`src/rtl/core/macd_indicator_unit_defines.svh`:
```
// Assertion macros for the MACD indicator block.
// Included by files that carry concurrent checks; expects clk and rst in scope.
`ifndef MACD_INDICATOR_UNIT_DEFINES_SVH
`define MACD_INDICATOR_UNIT_DEFINES_SVH

// same-cycle implication, inactive during reset
`define MACD_ASSERT_NOW(label, ante, cons, msg) \
  label: assert property (@(posedge clk) disable iff (rst) (ante) |-> (cons)) \
    else $error(msg);

// next-cycle implication, inactive during reset
`define MACD_ASSERT_NEXT(label, ante, cons, msg) \
  label: assert property (@(posedge clk) disable iff (rst) (ante) |=> (cons)) \
    else $error(msg);

`endif

```
`src/rtl/core/macd_pkg.sv`:
```
// Shared types and constants for the MACD indicator block.
// No dependencies; imported by macd_mac_unit and macd_indicator_unit.
package macd_pkg;

  localparam int PRICE_BITS       = 32;
  localparam int WEIGHT_FRAC_BITS = 16;
  localparam int WEIGHT_BITS      = WEIGHT_FRAC_BITS + 1;
  localparam int CFG_INDEX_BITS   = 2;

  // arithmetic widths of the shared unit
  localparam int DIFF_W   = PRICE_BITS + 1;
  localparam int PROD_W   = DIFF_W + WEIGHT_BITS + 1;
  localparam int SCALED_W = PROD_W - WEIGHT_FRAC_BITS;
  localparam int SUM_W    = SCALED_W + 1;

  localparam logic [CFG_INDEX_BITS-1:0] CFG_FAST_WEIGHT   = CFG_INDEX_BITS'(0);
  localparam logic [CFG_INDEX_BITS-1:0] CFG_SLOW_WEIGHT   = CFG_INDEX_BITS'(1);
  localparam logic [CFG_INDEX_BITS-1:0] CFG_SIGNAL_WEIGHT = CFG_INDEX_BITS'(2);

  localparam logic [WEIGHT_BITS-1:0] FAST_WEIGHT_RESET   = WEIGHT_BITS'(10082);
  localparam logic [WEIGHT_BITS-1:0] SLOW_WEIGHT_RESET   = WEIGHT_BITS'(4855);
  localparam logic [WEIGHT_BITS-1:0] SIGNAL_WEIGHT_RESET = WEIGHT_BITS'(13107);

  typedef struct packed {
    logic signed [PRICE_BITS-1:0] price;
    logic                         price_present;
  } macd_in_t;

  typedef struct packed {
    logic                         result_valid;
    logic signed [PRICE_BITS-1:0] fast_average;
    logic signed [PRICE_BITS-1:0] slow_average;
    logic signed [PRICE_BITS-1:0] macd_line;
    logic signed [PRICE_BITS-1:0] signal_line;
    logic signed [PRICE_BITS-1:0] histogram;
  } macd_out_t;

  // control of the shared multiply / add unit
  typedef struct packed {
    logic mul_en;   // load product register
    logic add_sub;  // adder computes a - b instead of a + scaled product
  } macd_ctl_t;

  typedef enum logic [2:0] {
    S_IDLE,
    S_MUL_FAST,
    S_MUL_SLOW,
    S_ADD_SLOW,
    S_MACD,
    S_MUL_SIG,
    S_ADD_SIG,
    S_DONE
  } macd_state_t;

endpackage

```
`src/rtl/core/macd_mac_unit.sv`:
```
// Shared arithmetic unit: registered (a - b) * weight, plus a saturating adder.
// Depends on macd_pkg.
module macd_mac_unit
  import macd_pkg::*;
(
  input  logic                          clk,
  input  macd_ctl_t                     ctl,
  input  logic signed [PRICE_BITS-1:0]  mul_a,
  input  logic signed [PRICE_BITS-1:0]  mul_b,
  input  logic        [WEIGHT_BITS-1:0] mul_w,
  input  logic signed [PRICE_BITS-1:0]  add_a,
  input  logic signed [PRICE_BITS-1:0]  add_b,
  output logic signed [PRICE_BITS-1:0]  sum
);

  logic signed [DIFF_W-1:0]        diff;
  logic signed [WEIGHT_BITS:0]     w_ext;
  logic signed [PROD_W-1:0]        prod;
  logic signed [SCALED_W-1:0]      scaled;
  logic signed [SUM_W-1:0]         a_ext;
  logic signed [SUM_W-1:0]         b_ext;
  logic signed [SUM_W-1:0]         operand;
  logic signed [SUM_W-1:0]         raw;
  logic [SUM_W-PRICE_BITS:0]       top_bits;

  assign diff  = DIFF_W'(mul_a) - DIFF_W'(mul_b);
  assign w_ext = $signed({1'b0, mul_w});

  always_ff @(posedge clk) begin
    if (ctl.mul_en) begin
      prod <= PROD_W'(diff) * PROD_W'(w_ext);
    end
  end

  // dropping the fraction bits of a signed product floors it
  assign scaled  = prod[PROD_W-1:WEIGHT_FRAC_BITS];
  assign a_ext   = SUM_W'(add_a);
  assign b_ext   = SUM_W'(add_b);
  assign operand = ctl.add_sub ? -b_ext : SUM_W'(scaled);
  assign raw     = a_ext + operand;

  // in range when all bits above the price sign agree with it
  assign top_bits = raw[SUM_W-1:PRICE_BITS-1];

  always_comb begin
    if (top_bits == '0 || top_bits == '1) begin
      sum = raw[PRICE_BITS-1:0];
    end else if (raw[SUM_W-1]) begin
      sum = {1'b1, {(PRICE_BITS-1){1'b0}}};
    end else begin
      sum = {1'b0, {(PRICE_BITS-1){1'b1}}};
    end
  end

endmodule

```
`src/rtl/core/macd_indicator_unit.sv`:
```
// MACD indicator: one price sample in, one result out per transfer. A seeded
// sample steps through S_MUL_FAST, S_MUL_SLOW, S_ADD_SLOW, S_MACD, S_MUL_SIG,
// S_ADD_SIG and S_DONE, which loads the output register; no new sample is taken
// until the sequencer is back in S_IDLE, because the three averages share one
// multiplier and one saturating adder and are chained fast, slow, signal. The
// first valid price, and any missing price before it, go from S_IDLE straight
// to S_DONE. While a result waits on out_ready the sequencer holds in its last
// state. A new sample is taken while the previous result still waits in the
// output register. Weights are written through cfg_write/cfg_index/cfg_data;
// the user must do so only while idle, the block itself does not enforce it.
// Depends on macd_pkg, macd_mac_unit and macd_indicator_unit_defines.svh.
`include "macd_indicator_unit_defines.svh"

module macd_indicator_unit
  import macd_pkg::*;
(
  input  logic                          clk,
  input  logic                          rst,
  input  logic                          in_valid,
  output logic                          in_ready,
  input  macd_in_t                      in_data,
  output logic                          out_valid,
  input  logic                          out_ready,
  output macd_out_t                     out_data,
  input  logic                          cfg_write,
  input  logic [CFG_INDEX_BITS-1:0]     cfg_index,
  input  logic [WEIGHT_BITS-1:0]        cfg_data
);

  macd_state_t state, state_next;

  logic [WEIGHT_BITS-1:0]       fast_weight, slow_weight, signal_weight;
  logic signed [PRICE_BITS-1:0] x, fast_acc, slow_acc, signal_acc, held_price, macd;
  logic                         seeded, item_ok;

  macd_ctl_t                    ctl;
  logic signed [PRICE_BITS-1:0] mul_a, mul_b, add_a, add_b, sum;
  logic [WEIGHT_BITS-1:0]       mul_w;
  logic signed [PRICE_BITS-1:0] x_in;
  logic                         in_xfer, out_load;

  assign in_ready = (state == S_IDLE);
  assign in_xfer  = in_valid && in_ready;
  assign out_load = (state == S_DONE) && (!out_valid || out_ready);
  assign x_in     = in_data.price_present ? in_data.price : held_price;

  macd_mac_unit u_mac (
    .clk   (clk),
    .ctl   (ctl),
    .mul_a (mul_a),
    .mul_b (mul_b),
    .mul_w (mul_w),
    .add_a (add_a),
    .add_b (add_b),
    .sum   (sum)
  );

  // next state
  always_comb begin
    state_next = state;
    case (state)
      S_IDLE: begin
        if (in_xfer) begin
          state_next = seeded ? S_MUL_FAST : S_DONE;
        end
      end
      S_MUL_FAST: state_next = S_MUL_SLOW;
      S_MUL_SLOW: state_next = S_ADD_SLOW;
      S_ADD_SLOW: state_next = S_MACD;
      S_MACD:     state_next = S_MUL_SIG;
      S_MUL_SIG:  state_next = S_ADD_SIG;
      S_ADD_SIG:  state_next = S_DONE;
      S_DONE: begin
        if (out_load) begin
          state_next = S_IDLE;
        end
      end
      default:    state_next = S_IDLE;
    endcase
  end

  // operand selection for the shared unit
  always_comb begin
    ctl   = '0;
    mul_a = x;
    mul_b = fast_acc;
    mul_w = fast_weight;
    add_a = fast_acc;
    add_b = slow_acc;
    case (state)
      S_MUL_FAST: begin
        ctl.mul_en = 1'b1;
      end
      S_MUL_SLOW: begin
        ctl.mul_en = 1'b1;
        mul_b      = slow_acc;
        mul_w      = slow_weight;
      end
      S_ADD_SLOW: begin
        add_a = slow_acc;
      end
      S_MACD: begin
        ctl.add_sub = 1'b1;
      end
      S_MUL_SIG: begin
        ctl.mul_en = 1'b1;
        mul_a      = macd;
        mul_b      = signal_acc;
        mul_w      = signal_weight;
      end
      S_ADD_SIG: begin
        add_a = signal_acc;
      end
      S_DONE: begin
        ctl.add_sub = 1'b1;
        add_a       = macd;
        add_b       = signal_acc;
      end
      default: begin
        ctl = '0;
      end
    endcase
  end

  always_ff @(posedge clk) begin
    if (rst) begin
      state         <= S_IDLE;
      seeded        <= 1'b0;
      out_valid     <= 1'b0;
      fast_weight   <= FAST_WEIGHT_RESET;
      slow_weight   <= SLOW_WEIGHT_RESET;
      signal_weight <= SIGNAL_WEIGHT_RESET;
    end else begin
      state <= state_next;
      if (cfg_write) begin
        case (cfg_index)
          CFG_FAST_WEIGHT:   fast_weight   <= cfg_data;
          CFG_SLOW_WEIGHT:   slow_weight   <= cfg_data;
          CFG_SIGNAL_WEIGHT: signal_weight <= cfg_data;
          default: ;
        endcase
      end
      if (in_xfer && in_data.price_present) begin
        seeded <= 1'b1;
      end
      if (out_load) begin
        out_valid <= 1'b1;
      end else if (out_ready) begin
        out_valid <= 1'b0;
      end
    end
  end

  // datapath registers
  always_ff @(posedge clk) begin
    case (state)
      S_IDLE: begin
        if (in_xfer) begin
          x       <= x_in;
          item_ok <= seeded || in_data.price_present;
          if (seeded || in_data.price_present) begin
            held_price <= x_in;
          end
          if (!seeded && in_data.price_present) begin
            fast_acc   <= in_data.price;
            slow_acc   <= in_data.price;
            signal_acc <= '0;
            macd       <= '0;
          end
        end
      end
      S_MUL_SLOW: fast_acc   <= sum;
      S_ADD_SLOW: slow_acc   <= sum;
      S_MACD:     macd       <= sum;
      S_ADD_SIG:  signal_acc <= sum;
      S_DONE: begin
        if (out_load) begin
          if (item_ok) begin
            out_data.result_valid <= 1'b1;
            out_data.fast_average <= fast_acc;
            out_data.slow_average <= slow_acc;
            out_data.macd_line    <= macd;
            out_data.signal_line  <= signal_acc;
            out_data.histogram    <= sum;
          end else begin
            out_data <= '0;
          end
        end
      end
      default: ;
    endcase
  end

  `MACD_ASSERT_NOW(a_invalid_zero, out_valid && !out_data.result_valid, out_data.fast_average == 0 && out_data.macd_line == 0 && out_data.histogram == 0, "invalid result carries nonzero data")
  `MACD_ASSERT_NOW(a_valid_needs_seed, out_valid && out_data.result_valid, seeded, "valid result before seeding")
  `MACD_ASSERT_NEXT(a_seed_sticky, seeded, seeded, "seeded flag dropped")
  `MACD_ASSERT_NEXT(a_seeded_runs, in_xfer && seeded, state == S_MUL_FAST, "seeded sample skipped the averaging sequence")

endmodule

```
`config.mk`:
```
export PLATFORM = sky130hd
export DESIGN_NAME = macd_indicator_unit
export DESIGN_NICKNAME = d
export VERILOG_FILES = /design/src/rtl/core/macd_pkg.sv /design/src/rtl/core/macd_mac_unit.sv /design/src/rtl/core/macd_indicator_unit.sv
export VERILOG_INCLUDE_DIRS = /design/src /design/src/rtl/core
export SDC_FILE = /design/constraint.sdc
export NUM_CORES = 2
export LEC_CHECK = 0
export BUFFER_PORTS_ARGS = -buffer_cell sky130_fd_sc_hd__buf_2
export CAP_MARGIN = 20
export CORE_UTILIZATION = 35
export DETAILED_ROUTE_END_ITERATION = 6
export GPL_ROUTABILITY_DRIVEN = 0
export PLACE_DENSITY_LB_ADDON = 0.15
export REMOVE_ABC_BUFFERS = 1
export SLEW_MARGIN = 20
export SYNTH_ARGS = -nofsm -noshare
export SYNTH_HDL_FRONTEND = slang
export SYNTH_SLANG_ARGS = --single-unit
```
`constraint.sdc`:
```
create_clock -name clk -period 18.3 [get_ports clk]
set_clock_uncertainty 0.15 [all_clocks]
set_input_delay 0.915 -clock clk [delete_from_list [all_inputs] [get_ports clk]]
set_output_delay 0.915 -clock clk [all_outputs]
set_load 0.05 [all_outputs]
```
# Word-level counts from Yosys, hierarchy flattened
# Index checks and enable logic that the tools add are counted.
# totals
wordCells	93
output_inout_bits	163
input_bits	57
ff_bits	461
# op_classes
addsub	3
n_reduce_logical	30
muxes	26
mul	1
eq_ne	13
# ops
op	count
32-bit one-hot mux with 2 select lines	5
32-bit two-way mux	9
161-bit two-way mux	1
32-bit one-hot mux with 3 select lines	1
33-bit by 18-bit multiplier with 51-bit output	1
32-bit by 36-bit adder with 36-bit output	1
36-bit two-way mux	1
32-bit negator with 36-bit output	1
17-bit one-hot mux with 2 select lines	1
32-bit by 32-bit subtractor with 33-bit output	1
3-bit one-hot mux with 8 select lines	1
3-bit AND reduction	5
3-bit equality test (second input constant)	4
2-bit AND reduction	6
2-bit nonzero test	5
3-bit two-way mux	3
3-bit by 2-bit equality test with 1-bit output (second input constant)	2
5-bit equality test (second input constant)	1
5-bit logical NOT	1
1-bit logical AND	4
1-bit two-way mux	4
2-bit by 1-bit != test with 1-bit output (second input constant)	2
3-bit by 1-bit equality test with 1-bit output (second input constant)	1
3-bit logical NOT	1
8 further kinds	11

# Depth between registers and ports, before layout
# logic_depth
depth_word	9
mapped_depth	46
ltp_nobuf	40

# Hierarchy
# A second synthesis with hierarchy kept.
# unflattened
cells_unflattened	4298
area_unflattened_um2	43541.8
# modules_own_cells
mod	area_per_inst_um2	seq_area_each_um2	cells_per_inst	n_inst
macd_mac_unit	25180.4	1051.0	2941	1
macd_indicator_unit	18361.4	11751.3	1357	1

# Least setup slack after synthesis
# Ideal clock, no wire load.
# synth_path
kind	register -> register
start	register state[0]
end	register u_mac.prod[44] (data pin)
arrival_time_ps	10198
setup_ps	259
n_path_buf	4
stages_incl_launch_ff	42
t_required_ps	17891
path_slack_ps	7694
period_less_slack_ps	10606
cell_sequence	dfxtp_1 buf_2 clkbuf_1 inv_1 nor3_1 clkbuf_1 buf_1 nand2_1 a31oi_1 ha_1 fa_1 nor2b_1 o31a_1 o2111ai_1 nand2_1 o21ai_0 o21ai_0 a21o_1 (+6 left out) fa_1 inv_1 fa_1 fa_1 inv_1 fa_1 inv_1 ha_1 a21oi_1 o21ai_0 a221o_1 a221o_1 o21ai_0 a21oi_1 o21ai_0 a21oi_1 a31o_2 xor2_1
# synth_via
elab_chain_len	4
word_cells_on_any_way	7
classes_between	add/sub (1); mul (1); eq/ne (2); mux (3)
# synth_rtl
element	line_no	rtl
start, declared	macd_indicator_unit.sv:30	macd_state_t state, state_next;
start signal, assigned	macd_indicator_unit.sv:134	state <= state_next;
3-bit equality test / 3-bit by 2-bit equality test with 1-bit output (equally long branches)	macd_indicator_unit.sv:90	case (state)
32-bit one-hot mux with 2 select lines / 32-bit two-way mux (equally long branches)	macd_indicator_unit.sv:90	
32-bit by 32-bit subtractor with 33-bit output	macd_mac_unit.sv:26	assign diff = DIFF_W'(mul_a) - DIFF_W'(mul_b);
33-bit by 18-bit multiplier with 51-bit output (*)	macd_mac_unit.sv:31	prod <= PROD_W'(diff) * PROD_W'(w_ext);
end signal, assigned	macd_mac_unit.sv:31	
end, declared	macd_mac_unit.sv:18	logic signed [PROD_W-1:0] prod;
# Every way passes the cells marked *; elsewhere a longest branch is shown, timed or not.
# A chain may end at the register's enable or synchronous reset.

# Worst setup path after layout
# layout_path
start	register state[1]
end	register u_mac.prod[44] (data pin)
# The elaborated chain is that of the path after synthesis.

==> results.sh <==
export IMPL_status="finished, final reports clean"
export IMPL_ys_seq_area_share_pct=29.4
export IMPL_cts_tree="yes"
export IMPL_slew_headroom_pct=17.3
export IMPL_setup_ws_ns=5.75
export IMPL_maxCapViolations=0
export IMPL_cp_max_fo=54
export IMPL_dieHeight_um=355
export IMPL_worst_hold_path_type="flip-flop to flip-flop"
export IMPL_cts_sinks=445
export IMPL_yosys_warnings=0
export IMPL_critical_path_class="flip-flop to flip-flop"
export IMPL_dp_hpwl_mm=112
export IMPL_multi_input_area_um2=27400
export IMPL_rrSetupSlack_ns=5.75
export IMPL_startpoint="state[1]"
export IMPL_gr_total_overflow=0
export IMPL_final_util_pct=39.3
export IMPL_postSynthAreaPerCell_um2=9.28
export IMPL_grt_pass1_wl_mm=224
export IMPL_period_share_pct=68.6
export IMPL_cts_buffers=49
export IMPL_fp_row_count=128
export IMPL_final_nets=5573
export IMPL_start_kind="flip-flop"
export IMPL_routed_wl_mm=148
export IMPL_drc=0
export IMPL_synth_seq_cells=445
export IMPL_worstPathRequired_ns=18.52
export IMPL_core_area_um2=123000
export IMPL_fill_cells=12336
export IMPL_tns_ns=0
export IMPL_clk_latency_ns=0.63
export IMPL_synth_edf_count=389
export IMPL_die_area_um2=126000
export IMPL_io_pin_count=220
export IMPL_endpoint_kind="flip-flop"
export IMPL_worstReg2RegStart="state[1]"
export IMPL_synth_area_um2=43500
export IMPL_routed_via_density=5.27
export IMPL_hold_start="fast_weight[15]"
export IMPL_grt_max_degree=162
export IMPL_ys_flop_type="edfxtp_1"
export IMPL_clock_fmax_mhz=79.7
export IMPL_avgRoutedWirePerCell_um=22.9
export IMPL_start_util_pct=35.5
export IMPL_tightest_slew_ns=1.23
export IMPL_gr_usage_all_layers_pct=23.5
export IMPL_post_cts_resized=0
export IMPL_dpl_cell_count=6369
export IMPL_rsz0062_at_grt="no"
export IMPL_postCtsSetupBuffers=0
export IMPL_ys_types=84
export IMPL_root_buffer="clkbuf_16"
export IMPL_async_flop_share_pct=0
export IMPL_drive_gt1_share_pct=11.0
export IMPL_ant_nets=0
export IMPL_drv_slew=0
export IMPL_critPathArrivalTime_ns=12.77
export IMPL_cts_hold_buffers=0
export IMPL_final_instance_count_excl_fill=6456
export IMPL_drt_iter0_markers=3036
export IMPL_regArea_um2=12800
export IMPL_grt_pass1_vias=34364
export IMPL_cp_common_cell="fa_1"
export IMPL_max_stage_delay_ns=0.73
export IMPL_numPortBuffers=219
export IMPL_setup_viol=0
export IMPL_clock_path_buffers=3
export IMPL_dr_pass1_iters=6
export IMPL_final_hold_violation_count=0
export IMPL_finalWorstPathRequiredPeriod_ns=12.55
export IMPL_cts_htree_levels=2
export IMPL_antenna_found_initial=5
export IMPL_place_ws_ns=5.67
export IMPL_synthCells=4686
export IMPL_num_vias=34022
export IMPL_area_delta_synth_final_pct=10.6
export IMPL_crit_slowest_cell="dfxtp_2"
export IMPL_fp_dieW_um=355
export IMPL_path_clk_slew_ns=0.06
-- metrics by stage --
step | area, um2 | hold WS [ns]
2_1_floorplan | 42500 | 0.281
3_3_place_gp | 46500 | 0.292
3_5_place_dp | 46500 | 0.297
4_1_cts | 48100 | 0.306
5_1_grt | 48100 | 0.327
6_report | 48100 | 0.306
-- routing by layer --
layer  track usage [%]  vias to the layer above  part of all wire [%]
li1                  -                    15420                     -
met1              33.2                    17208                    45
met2              38.4                     1185                    47
met3              2.61                      205                   6.0
met4              5.91                        4                   2.6
met5                 0                        -                 0.023
-- worst paths after layout --
kind                                         to  cells after the start
worst min register to register  fast_weight[15]                      2
worst min-delay path            fast_weight[15]                      2
worst max register to register   u_mac.prod[44]                     38
worst max-delay path             u_mac.prod[44]                     38
-- cell type report --
type / count / area share (%)
tap: 1625 / 4.23
clock buffer: 61 / 2.82
sequential: 445 / 26.6
multi-input combinational: 3311 / 57.0
timing repair buffer: 305 / 3.65
antenna: 1 / 0.00520
inverter: 683 / 5.33
clock inverter: 25 / 0.382
-- cells in the mapped netlist (6+ instances only) --
master	instances	area, um2
xnor2_1	101	885
clkbuf_1	200	751
fa_1	536	10700
edfxtp_1	389	11700
buf_2	9	45.0
inv_1	681	2560
o22a_1	8	70.1
mux2_2	65	732
nor4_1	25	156
nor3_1	66	330
nand2b_1	23	144
nor2_1	356	1340
ha_1	185	2310
a21o_1	62	465
o31ai_1	89	668
nand2_1	793	2980
nor2b_1	20	125
a21oi_1	254	1270
dfxtp_1	56	1120
o21bai_1	11	82.6
a221o_1	7	70.1
o31ai_2	6	75.1
a211oi_1	7	52.6
a31oi_1	20	125
and3_1	16	100
or2_2	16	100
o21a_1	14	105
xor2_1	67	587
nand3b_1	28	210
buf_1	27	101
a31o_2	6	52.6
o21ai_1	7	35.0
and2_1	121	757
buf_6	11	124
nand4_1	10	62.6
mux2i_1	9	90.1
o22ai_1	35	219
nand3_1	76	380
o21ai_0	186	931
-- cell usage in the layout, fill, tap and decap left out, types with 35 or more instances in the layout --
master,netlist,final
a21o_1,62,62
a21oi_1,254,246
and2_1,121,120
buf_2,9,219
buf_4,0,85
clkbuf_16,0,51
dfxtp_1,56,54
edfxtp_1,389,389
fa_1,536,536
ha_1,185,185
inv_1,681,681
mux2_2,65,65
nand2_1,793,790
nand3_1,76,74
nor2_1,356,354
nor3_1,66,65
o21ai_0,186,185
o22ai_1,35,35
o31ai_1,89,89
xnor2_1,101,99
xor2_1,67,60
-- registers in the layout, summed over array words and instances (netlist names) --
signal / cells
u_mac.prod: 35
macd: 32
out_data: 161
out_valid: 1
state: 3
slow_weight: 17
seeded: 1
signal_weight: 17
held_price: 32
x: 32
signal_acc: 32
item_ok: 1
fast_weight: 17
slow_acc: 32
fast_acc: 32
-- worst max-delay path: cells and delay by family (launching register included) --
family / cells / cell delay, ns
flops: 1 / 0.73
compound gates: 17 / 4.83
buf+inv: 6 / 1.17
fa+ha+maj: 8 / 3.79
simple gates: 5 / 1.18
xor+xnor: 2 / 0.39
-- logic make-up after synthesis --
family,count (synthesis),share of synthesized area (%)
adders and majority gates,721,30.0
buffers and inverters,930,8.24
DFF,445,29.4
xor gates and xnor gates,171,3.52
muxes,75,1.92
AOI/OAI and AO/OA,763,10.9
and+or+nand+nor,1581,16.0
Power is not shown: default switching activity piles up to over one toggle a cycle in this logic, so the estimate is an artifact.
